### config.mk
export PLATFORM = sky130hd
export DESIGN_NAME = expression_tokenizer
export DESIGN_NICKNAME = d
export VERILOG_FILES = /design/src/hw/rtl/etok_pkg.sv /design/src/hw/rtl/expression_tokenizer.sv /design/src/hw/rtl/etok_front.sv /design/src/hw/rtl/etok_queue.sv /design/src/hw/rtl/etok_back.sv
export SDC_FILE = /design/constraint.sdc
export NUM_CORES = 1
export LEC_CHECK = 0
export BUFFER_PORTS_ARGS = -buffer_cell sky130_fd_sc_hd__buf_2
export CAP_MARGIN = 20
export CORE_MARGIN = 10
export CORE_UTILIZATION = 55
export CTS_BUF_LIST = sky130_fd_sc_hd__clkbuf_4
export DETAILED_ROUTE_END_ITERATION = 7
export GPL_TIMING_DRIVEN = 0
export PLACE_DENSITY = 0.74
export RECOVER_POWER = 25
export SLEW_MARGIN = 20
export SYNTH_ARGS = -nofsm -noshare
export SYNTH_HDL_FRONTEND = slang
export SYNTH_SLANG_ARGS = --single-unit
### constraint.sdc
create_clock -name i_clk -period 4.1 [get_ports i_clk]
set_input_delay 0.41 -clock i_clk [delete_from_list [all_inputs] [get_ports i_clk]]
set_output_delay 0.41 -clock i_clk [all_outputs]
set_load 0.1 [all_outputs]
### src/hw/rtl/etok_pkg.sv
`timescale 1ns / 1ps
// ----------------------------------------------------------------------------
// etok_pkg
// Shared types, character codes and token kinds for the expression tokenizer.
// ----------------------------------------------------------------------------
package etok_pkg;

    localparam int TOK_W  = 13;
    localparam int QDEPTH = 4;

    typedef enum logic [3:0] {
        KIND_ERROR  = 4'd0,
        KIND_IDENT  = 4'd1,
        KIND_NUMBER = 4'd2,
        KIND_ADD    = 4'd3,
        KIND_SUB    = 4'd4,
        KIND_MUL    = 4'd5,
        KIND_DIV    = 4'd6,
        KIND_MOD    = 4'd7,
        KIND_OPEN   = 4'd8,
        KIND_CLOSE  = 4'd9,
        KIND_SEMI   = 4'd10,
        KIND_EQUAL  = 4'd11,
        KIND_EXIT   = 4'd12,
        KIND_CLEAR  = 4'd13,
        KIND_END    = 4'd14
    } t_kind;

    localparam logic [7:0] CH_NUL   = 8'h00;
    localparam logic [7:0] CH_NL    = 8'h0A;
    localparam logic [7:0] CH_SPACE = 8'h20;
    localparam logic [7:0] CH_HASH  = 8'h23;
    localparam logic [7:0] CH_DOT   = 8'h2E;
    localparam logic [7:0] CH_UNDER = 8'h5F;
    localparam logic [7:0] CH_SEMI  = 8'h3B;

    typedef struct packed {
        t_kind              kind;
        logic [TOK_W-1:0]   start;
        logic [TOK_W-1:0]   length;
    } t_token;

    // tok_a is the closed run when two tokens come from one character;
    // tok_b is always the final token of the character.
    typedef struct packed {
        logic   two;
        t_token tok_a;
        t_token tok_b;
    } t_entry;

    typedef struct packed {
        logic   empty;
        t_entry head;
    } t_qstat;

    function automatic logic [7:0] exit_char(input logic [1:0] idx);
        logic [7:0] c;
        unique case (idx)
            2'd0:    c = 8'h65;
            2'd1:    c = 8'h78;
            2'd2:    c = 8'h69;
            default: c = 8'h74;
        endcase
        return c;
    endfunction

    function automatic logic [7:0] clear_char(input logic [2:0] idx);
        logic [7:0] c;
        unique case (idx)
            3'd0:    c = 8'h63;
            3'd1:    c = 8'h6C;
            3'd2:    c = 8'h65;
            3'd3:    c = 8'h61;
            3'd4:    c = 8'h72;
            default: c = CH_NUL;
        endcase
        return c;
    endfunction

    function automatic t_kind single_kind(input logic [7:0] c);
        t_kind k;
        unique case (c)
            CH_SEMI: k = KIND_SEMI;
            8'h28:   k = KIND_OPEN;
            8'h29:   k = KIND_CLOSE;
            8'h2B:   k = KIND_ADD;
            8'h2D:   k = KIND_SUB;
            8'h2A:   k = KIND_MUL;
            8'h2F:   k = KIND_DIV;
            8'h25:   k = KIND_MOD;
            8'h3D:   k = KIND_EQUAL;
            default: k = KIND_ERROR;
        endcase
        return k;
    endfunction

endpackage

### src/hw/rtl/expression_tokenizer.sv
`timescale 1ns / 1ps
// ----------------------------------------------------------------------------
// expression_tokenizer
// Streaming lexer for a small calculator language: characters in, tokens out.
// ----------------------------------------------------------------------------
// The block takes one text character per cycle and sends tokens as kind,
// start offset and length, one token per output transaction. A character
// that both closes a number or identifier and forms a token of its own, or
// ends the text, gives two tokens; o_last_of_run marks the last token of
// each character. Character 0, or the character at offset TEXT_DEPTH-1,
// ends the text with an end token and restarts the offsets at zero. The
// scanner registers its mode on each accepted character, so input runs at
// one character per cycle while o_stall is low; the output port moves one
// token per cycle while i_stall is low. A four-entry token queue between
// scanner and output register absorbs two-token characters and output
// stalls; each token passes through it and then the output register.
// ----------------------------------------------------------------------------
module expression_tokenizer #(
    parameter int TEXT_DEPTH = 8192
) (
    input  logic        i_clk,
    input  logic        i_rst_n,
    input  logic        i_valid,
    output logic        o_stall,
    input  logic [7:0]  i_ch,
    output logic        o_valid,
    input  logic        i_stall,
    output logic [3:0]  o_token_kind,
    output logic [12:0] o_token_start,
    output logic [12:0] o_token_length,
    output logic        o_last_of_run
);

    logic             q_full;
    logic             push;
    logic             pop;
    etok_pkg::t_entry entry;
    etok_pkg::t_qstat qstat;
    etok_pkg::t_token tok;

    etok_front #(
        .TEXT_DEPTH (TEXT_DEPTH)
    ) u_front (
        .i_clk    (i_clk),
        .i_rst_n  (i_rst_n),
        .i_valid  (i_valid),
        .o_stall  (o_stall),
        .i_ch     (i_ch),
        .i_q_full (q_full),
        .o_push   (push),
        .o_entry  (entry)
    );

    etok_queue u_queue (
        .i_clk   (i_clk),
        .i_rst_n (i_rst_n),
        .i_push  (push),
        .i_entry (entry),
        .i_pop   (pop),
        .o_full  (q_full),
        .o_stat  (qstat)
    );

    etok_back u_back (
        .i_clk   (i_clk),
        .i_rst_n (i_rst_n),
        .i_stat  (qstat),
        .o_pop   (pop),
        .o_valid (o_valid),
        .i_stall (i_stall),
        .o_tok   (tok),
        .o_last  (o_last_of_run)
    );

    assign o_token_kind   = tok.kind;
    assign o_token_start  = tok.start;
    assign o_token_length = tok.length;

endmodule

### src/hw/rtl/etok_front.sv
`timescale 1ns / 1ps
// ----------------------------------------------------------------------------
// etok_front
// Scanner: takes one character per cycle unless the queue is full, keeps the
// scan mode and pushes the tokens the character closes or opens to the queue.
// ----------------------------------------------------------------------------
module etok_front #(
    parameter int TEXT_DEPTH = 8192
) (
    input  logic                   i_clk,
    input  logic                   i_rst_n,
    input  logic                   i_valid,
    output logic                   o_stall,
    input  logic [7:0]             i_ch,
    input  logic                   i_q_full,
    output logic                   o_push,
    output etok_pkg::t_entry       o_entry
);

    localparam int PW = $clog2(TEXT_DEPTH);
    localparam int EW = (PW > etok_pkg::TOK_W) ? PW : etok_pkg::TOK_W;
    localparam logic [PW-1:0] POS_LAST = PW'(TEXT_DEPTH - 1);

    typedef enum logic [1:0] {
        MODE_SEEK,
        MODE_COMMENT,
        MODE_NUMBER,
        MODE_IDENT
    } t_mode;

    t_mode          r_mode,  n_mode;
    logic [PW-1:0]  r_pos,   n_pos;
    logic [PW-1:0]  r_start, n_start;
    logic [1:0]     r_dots,  n_dots;
    logic [1:0]     r_kw,    n_kw;

    logic           accept;
    logic           end_t;
    logic           is_digit, is_letter, is_sep, is_hash, is_dot, is_word;
    logic           num_cont, id_cont, close_en, eff_seek, single_en, sec_en;
    logic [PW-1:0]  idx;
    logic [EW-1:0]  pos_ext, start_ext, len_ext;
    etok_pkg::t_token tok_close, tok_sec;
    etok_pkg::t_kind  close_kind;

    assign o_stall = i_q_full;
    assign accept  = i_valid && !i_q_full;

    always_comb begin
        is_digit  = (i_ch >= 8'h30) && (i_ch <= 8'h39);
        is_letter = ((i_ch >= 8'h61) && (i_ch <= 8'h7A)) ||
                    ((i_ch >= 8'h41) && (i_ch <= 8'h5A));
        is_sep    = (i_ch == etok_pkg::CH_SPACE) || (i_ch == etok_pkg::CH_NL);
        is_hash   = (i_ch == etok_pkg::CH_HASH);
        is_dot    = (i_ch == etok_pkg::CH_DOT);
        is_word   = is_letter || is_digit || (i_ch == etok_pkg::CH_UNDER);
        end_t     = (i_ch == etok_pkg::CH_NUL) || (r_pos >= POS_LAST);

        num_cont  = (r_mode == MODE_NUMBER) && !end_t && (is_digit || is_dot);
        id_cont   = (r_mode == MODE_IDENT) && !end_t && is_word;
        close_en  = ((r_mode == MODE_NUMBER) && !num_cont) ||
                    ((r_mode == MODE_IDENT) && !id_cont);
        eff_seek  = (r_mode == MODE_SEEK) || close_en;
        single_en = !end_t && eff_seek && !is_sep && !is_hash && !is_digit && !is_letter;
        sec_en    = end_t || single_en;

        idx       = r_pos - r_start;
        pos_ext   = EW'(r_pos);
        start_ext = EW'(r_start);
        len_ext   = EW'(idx);

        if (r_mode == MODE_NUMBER) begin
            close_kind = (r_dots < 2'd2) ? etok_pkg::KIND_NUMBER : etok_pkg::KIND_ERROR;
        end else if (r_kw[0] && (idx == PW'(4))) begin
            close_kind = etok_pkg::KIND_EXIT;
        end else if (r_kw[1] && (idx == PW'(5))) begin
            close_kind = etok_pkg::KIND_CLEAR;
        end else begin
            close_kind = etok_pkg::KIND_IDENT;
        end

        tok_close.kind   = close_kind;
        tok_close.start  = start_ext[etok_pkg::TOK_W-1:0];
        tok_close.length = len_ext[etok_pkg::TOK_W-1:0];

        tok_sec.kind   = end_t ? etok_pkg::KIND_END : etok_pkg::single_kind(i_ch);
        tok_sec.start  = pos_ext[etok_pkg::TOK_W-1:0];
        tok_sec.length = etok_pkg::TOK_W'(1);

        o_push        = accept && (close_en || sec_en);
        o_entry.two   = close_en && sec_en;
        o_entry.tok_a = tok_close;
        o_entry.tok_b = sec_en ? tok_sec : tok_close;

        n_mode  = r_mode;
        n_pos   = r_pos + PW'(1);
        n_start = r_start;
        n_dots  = r_dots;
        n_kw    = r_kw;

        if (end_t) begin
            n_mode  = MODE_SEEK;
            n_pos   = '0;
            n_start = '0;
            n_dots  = '0;
            n_kw    = 2'b11;
        end else if (r_mode == MODE_COMMENT) begin
            if (i_ch == etok_pkg::CH_NL) begin
                n_mode = MODE_SEEK;
            end
        end else if (num_cont) begin
            if (is_dot && (r_dots < 2'd2)) begin
                n_dots = r_dots + 2'd1;
            end
        end else if (id_cont) begin
            if (!((idx < PW'(4)) && (i_ch == etok_pkg::exit_char(idx[1:0])))) begin
                n_kw[0] = 1'b0;
            end
            if (!((idx < PW'(5)) && (i_ch == etok_pkg::clear_char(idx[2:0])))) begin
                n_kw[1] = 1'b0;
            end
        end else begin
            n_mode = MODE_SEEK;
            if (is_hash) begin
                n_mode = MODE_COMMENT;
            end else if (is_digit) begin
                n_mode  = MODE_NUMBER;
                n_start = r_pos;
                n_dots  = '0;
            end else if (is_letter) begin
                n_mode  = MODE_IDENT;
                n_start = r_pos;
                n_kw    = {i_ch == etok_pkg::clear_char(3'd0),
                           i_ch == etok_pkg::exit_char(2'd0)};
            end
        end
    end

    always_ff @(posedge i_clk) begin
        if (!i_rst_n) begin
            r_mode  <= MODE_SEEK;
            r_pos   <= '0;
            r_start <= '0;
            r_dots  <= '0;
            r_kw    <= 2'b11;
        end else if (accept) begin
            r_mode  <= n_mode;
            r_pos   <= n_pos;
            r_start <= n_start;
            r_dots  <= n_dots;
            r_kw    <= n_kw;
        end
    end

`ifndef SYNTHESIS
    a_pos_limit: assert property (@(posedge i_clk) disable iff (!i_rst_n)
        r_pos <= POS_LAST)
        else $error("position passed the text limit");

    a_run_order: assert property (@(posedge i_clk) disable iff (!i_rst_n)
        (r_mode == MODE_NUMBER || r_mode == MODE_IDENT) |-> (r_start < r_pos))
        else $error("open run does not start before the position");

    a_dots_sat: assert property (@(posedge i_clk) disable iff (!i_rst_n)
        r_dots != 2'd3)
        else $error("dot count passed saturation");
`endif

endmodule

### src/hw/rtl/etok_queue.sv
`timescale 1ns / 1ps
// ----------------------------------------------------------------------------
// etok_queue
// Short token queue between scanner and output stage; one entry holds the
// one or two tokens caused by a single character.
// ----------------------------------------------------------------------------
module etok_queue (
    input  logic               i_clk,
    input  logic               i_rst_n,
    input  logic               i_push,
    input  etok_pkg::t_entry   i_entry,
    input  logic               i_pop,
    output logic               o_full,
    output etok_pkg::t_qstat   o_stat
);

    localparam int AW = $clog2(etok_pkg::QDEPTH);
    localparam int CW = $clog2(etok_pkg::QDEPTH + 1);

    etok_pkg::t_entry r_mem [etok_pkg::QDEPTH];
    logic [AW-1:0]    r_wr, r_rd;
    logic [CW-1:0]    r_count;

    assign o_full       = (r_count == CW'(etok_pkg::QDEPTH));
    assign o_stat.empty = (r_count == '0);
    assign o_stat.head  = r_mem[r_rd];

    always_ff @(posedge i_clk) begin
        if (i_push) begin
            r_mem[r_wr] <= i_entry;
        end
    end

    always_ff @(posedge i_clk) begin
        if (!i_rst_n) begin
            r_wr    <= '0;
            r_rd    <= '0;
            r_count <= '0;
        end else begin
            if (i_push) begin
                r_wr <= r_wr + AW'(1);
            end
            if (i_pop) begin
                r_rd <= r_rd + AW'(1);
            end
            if (i_push && !i_pop) begin
                r_count <= r_count + CW'(1);
            end else if (!i_push && i_pop) begin
                r_count <= r_count - CW'(1);
            end
        end
    end

`ifndef SYNTHESIS
    a_no_overflow: assert property (@(posedge i_clk) disable iff (!i_rst_n)
        i_push |-> (!o_full || i_pop))
        else $error("push into a full token queue");

    a_no_underflow: assert property (@(posedge i_clk) disable iff (!i_rst_n)
        i_pop |-> !o_stat.empty)
        else $error("pop from an empty token queue");
`endif

endmodule

### src/hw/rtl/etok_back.sv
`timescale 1ns / 1ps
// ----------------------------------------------------------------------------
// etok_back
// Output stage: drains queue entries into the registered token port, one
// token per transaction, splitting two-token entries.
// ----------------------------------------------------------------------------
module etok_back (
    input  logic               i_clk,
    input  logic               i_rst_n,
    input  etok_pkg::t_qstat   i_stat,
    output logic               o_pop,
    output logic               o_valid,
    input  logic               i_stall,
    output etok_pkg::t_token   o_tok,
    output logic               o_last
);

    logic             r_valid;
    logic             r_second;
    logic             r_last;
    etok_pkg::t_token r_tok;
    logic             out_free;
    logic             split;

    assign out_free = !r_valid || !i_stall;
    assign split    = i_stat.head.two && !r_second;
    assign o_pop    = out_free && !i_stat.empty && !split;
    assign o_valid  = r_valid;
    assign o_tok    = r_tok;
    assign o_last   = r_last;

    always_ff @(posedge i_clk) begin
        if (!i_rst_n) begin
            r_valid  <= 1'b0;
            r_second <= 1'b0;
        end else if (out_free) begin
            if (!i_stat.empty) begin
                r_valid <= 1'b1;
                if (split) begin
                    r_tok    <= i_stat.head.tok_a;
                    r_last   <= 1'b0;
                    r_second <= 1'b1;
                end else begin
                    r_tok    <= i_stat.head.tok_b;
                    r_last   <= 1'b1;
                    r_second <= 1'b0;
                end
            end else begin
                r_valid <= 1'b0;
            end
        end
    end

`ifndef SYNTHESIS
    a_second_pending: assert property (@(posedge i_clk) disable iff (!i_rst_n)
        r_second |-> (!i_stat.empty && i_stat.head.two && r_valid && !r_last))
        else $error("second token pending without a two-token head entry");
`endif

endmodule

==> flow_metrics.tcl <==
set metrics [dict create \
    status "finished clean" \
    drv_slew 0 \
    clock_skew_ns 0.0264 \
    clkTransAtPathRegs_ns 0.07 \
    hold_viol_final 0 \
    num_io_pins 45 \
    synth.net_count 951 \
    drc 0 \
    p_leak_uw 0.00534 \
    finalWirelength_mm 29.1 \
    fill_cells 1853 \
    dpl-instance-area_sq_um 14600 \
    synthFlopType "edfxtp_1" \
    drtIter0Drc 620 \
    syn_to_final_growth_pct 12.9 \
    ys_warn_count 0 \
    core_sq_um 24500 \
    power.density_nw_per_um2 650 \
    clock_sinks 314 \
    mostFrequentLayoutCells "edfxtp_1 (271), clkbuf_4 (118), nand2_1 (73)" \
    synth_top_family_by_area "multiplexers" \
    grt_pass1_vias 8437 \
    critPathArrivalTime_ns 4.30 \
    yosys-mux-area-fraction_pct 12.8 \
    grt_overflow_total 0 \
    cts_setup_buffers 0 \
    drive_above_1_share_pct 24.4 \
    wl_per_cell_um 20.3 \
    fp.dieW_um 178 \
    synth-simple-area-share_pct 9.41 \
    final_common_cell "edfxtp_1" \
    worst_r2r_path_depth 13 \
    synth_seq_area_share_pct 65.2 \
    clk-insertion-delay-late_ns 0.68 \
    synthAdderAreaFrac_pct 2.29 \
    cts_root_buffer "clkbuf_4" \
    synth_cell_types 73 \
    peakVddDrop_uv 479 \
    synth-seq-cells 314 \
    fin_crit_ns 3.92 \
    rsz0062_at_grt "false" \
    cts_made_buffers 82 \
    grt_pass1_wl_mm 45.8 \
    fin_nets 1082 \
    fin_crit_sh_pct 95.6 \
    io_buffers 41 \
    hp-class "primary input to flip-flop" \
    async_flop_share_pct 0 \
    cp_max_fo 7 \
    worstSetupPathType "flip-flop to flip-flop" \
    grt_max_degree 48 \
    finalInstanceArea_sq_um 15600 \
    slew_headroom_pct 6.28 \
    fin_total_pwr_uw 10100 \
    cp-start-kind "flip-flop" \
    htree_levels 3 \
    synth_xor_area_share_pct 1.46 \
    cts_buffer_depth 3 \
    first_pass_iters 5 \
    maxCapViolations 0 \
    syn_area_sq_um 13800 \
    synth_edf_count 271 \
    ant_nets 0 \
    globalplace.congestion 0.895 \
    track_usage_pct 18.7 \
    synth_compound_area_share_pct 6.45 \
    setup_viol 0 \
    syn_avg_cell_area_sq_um 15.1 \
    dp_hpwl_mm 19.3 \
    min_path_cells 3 \
    synthCells 915 \
    tns_ns 0 \
    antenna_found_initial 1 \
    worstPathRequired_ns 4.49 \
    hold-worst-slack_ns 0.184 \
    die_area_sq_um 31800 \
    vias 8394 \
    die_y_um 178 \
    max_freq_ghz 0.255 \
    vias_per_cell 5.86 \
    start_util_pct 56.2 \
    cts_tree "yes" \
    worst_slew_pin_slew_ns 1.41 \
    num_rows 57 \
    end_kind "flip-flop" \
]
## critical path, cell delays in order, from the launching register on
cell and delay [ns]:
dfxtp_1 0.32, buf_4 0.16, inv_1 0.06, ha_1 0.15, inv_1 0.06, fa_2 0.37
a211oi_2 0.31, o21ai_2 0.12, a31o_1 0.30, a221oi_2 0.28, or3b_1 0.45, nor4_4 0.36
a41oi_2 0.32, a22o_1 0.40
## stage by stage
step	util, %	setup WS, ns	std cells
floorplan	-	0.304	915
global placement	58.7	-0.964	1280
detailed placement	59.3	0.0567	1285
CTS	63.7	0.0501	1432
global route	63.5	0.0119	1433
finish	63.5	0.181	1433
## Yosys cell counts (all sizes together), types with 8 or more instances
cell	number	share of area, %
a21boi	17	0.93
a21oi	28	1.1
and2	13	0.59
and3	8	0.36
buf	16	0.74
clkbuf	33	0.91
dfxtp	43	6.2
edfxtp	271	59
ha	22	2.0
inv	25	0.68
mux2	31	2.5
mux4	60	9.8
nand2	73	2.0
nand2b	9	0.41
nand3	29	1.1
nor2	39	1.1
nor2b	24	1.1
nor3	17	0.62
o21ai	36	1.3
xnor2	9	0.57
xor2	14	0.89
## where the power goes
group,internal (uW),switching [uW]
registers,4030,116
logic,1170,2140
clock network,1450,1220
total,6650,3470
## registers in the layout, indices dropped and copies added (netlist names), 2 cells and up, named ones only
signal,flops
u_front.r_dots,2
u_front.pos_ext,13
u_back.o_tok,30
u_front.r_mode,2
u_queue.r_count,3
u_queue.r_wr,2
u_front.r_kw,2
u_queue.r_mem,240
u_queue.r_rd,2
u_front.r_start,13
## kinds of logic after synthesis
| family | count (synthesis) |
|---|---|
| mux | 98 |
| buf+inv | 74 |
| fa+ha+maj | 24 |
| flops | 314 |
| compound gates | 132 |
| simple gates | 250 |
| xor+xnor | 23 |
## worst paths after layout
path / slack [ns] / to / start
hold reg to reg: 0.48 / u_front.r_dots[0] / u_front.r_dots[0]
hold / removal: 0.18 / u_front.r_kw[1] / i_rst_n
setup / recovery: 0.18 / u_queue.r_mem[3][26] / u_front.pos_ext[0]
setup reg to reg: 0.18 / u_queue.r_mem[3][26] / u_front.pos_ext[0]
## routing by layer
| metal | up-vias | wire, um | track usage [%] |
|---|---|---|---|
| met5 | - | 0 | 0 |
| met4 | 0 | 667 | 7.41 |
| met3 | 40 | 1910 | 3.76 |
| met2 | 305 | 14300 | 30.1 |
| met1 | 4182 | 12300 | 24.6 |
| li1 | 3867 | - | - |
## area by class of cell
class	count	area, sq um	share of cell area, %
flip-flops and latches	314	9000	57.8
multi-input cells	527	4510	28.9
inverters	25	93.8	0.603
clock inverters	28	174	1.12
plain buffers	49	228	1.46
clock buffers	118	886	5.69
diodes	1	2.50	0.0161
repair buffers	47	280	1.80
well taps	324	405	2.60
## repair_timing
item,4_1_cts,5_1_grt
hold buffers,1,0
gates resized for setup,0,3
hold endpoints to repair,1,0
setup endpoints to repair,0,5
(Power assumes the default switching activity.)
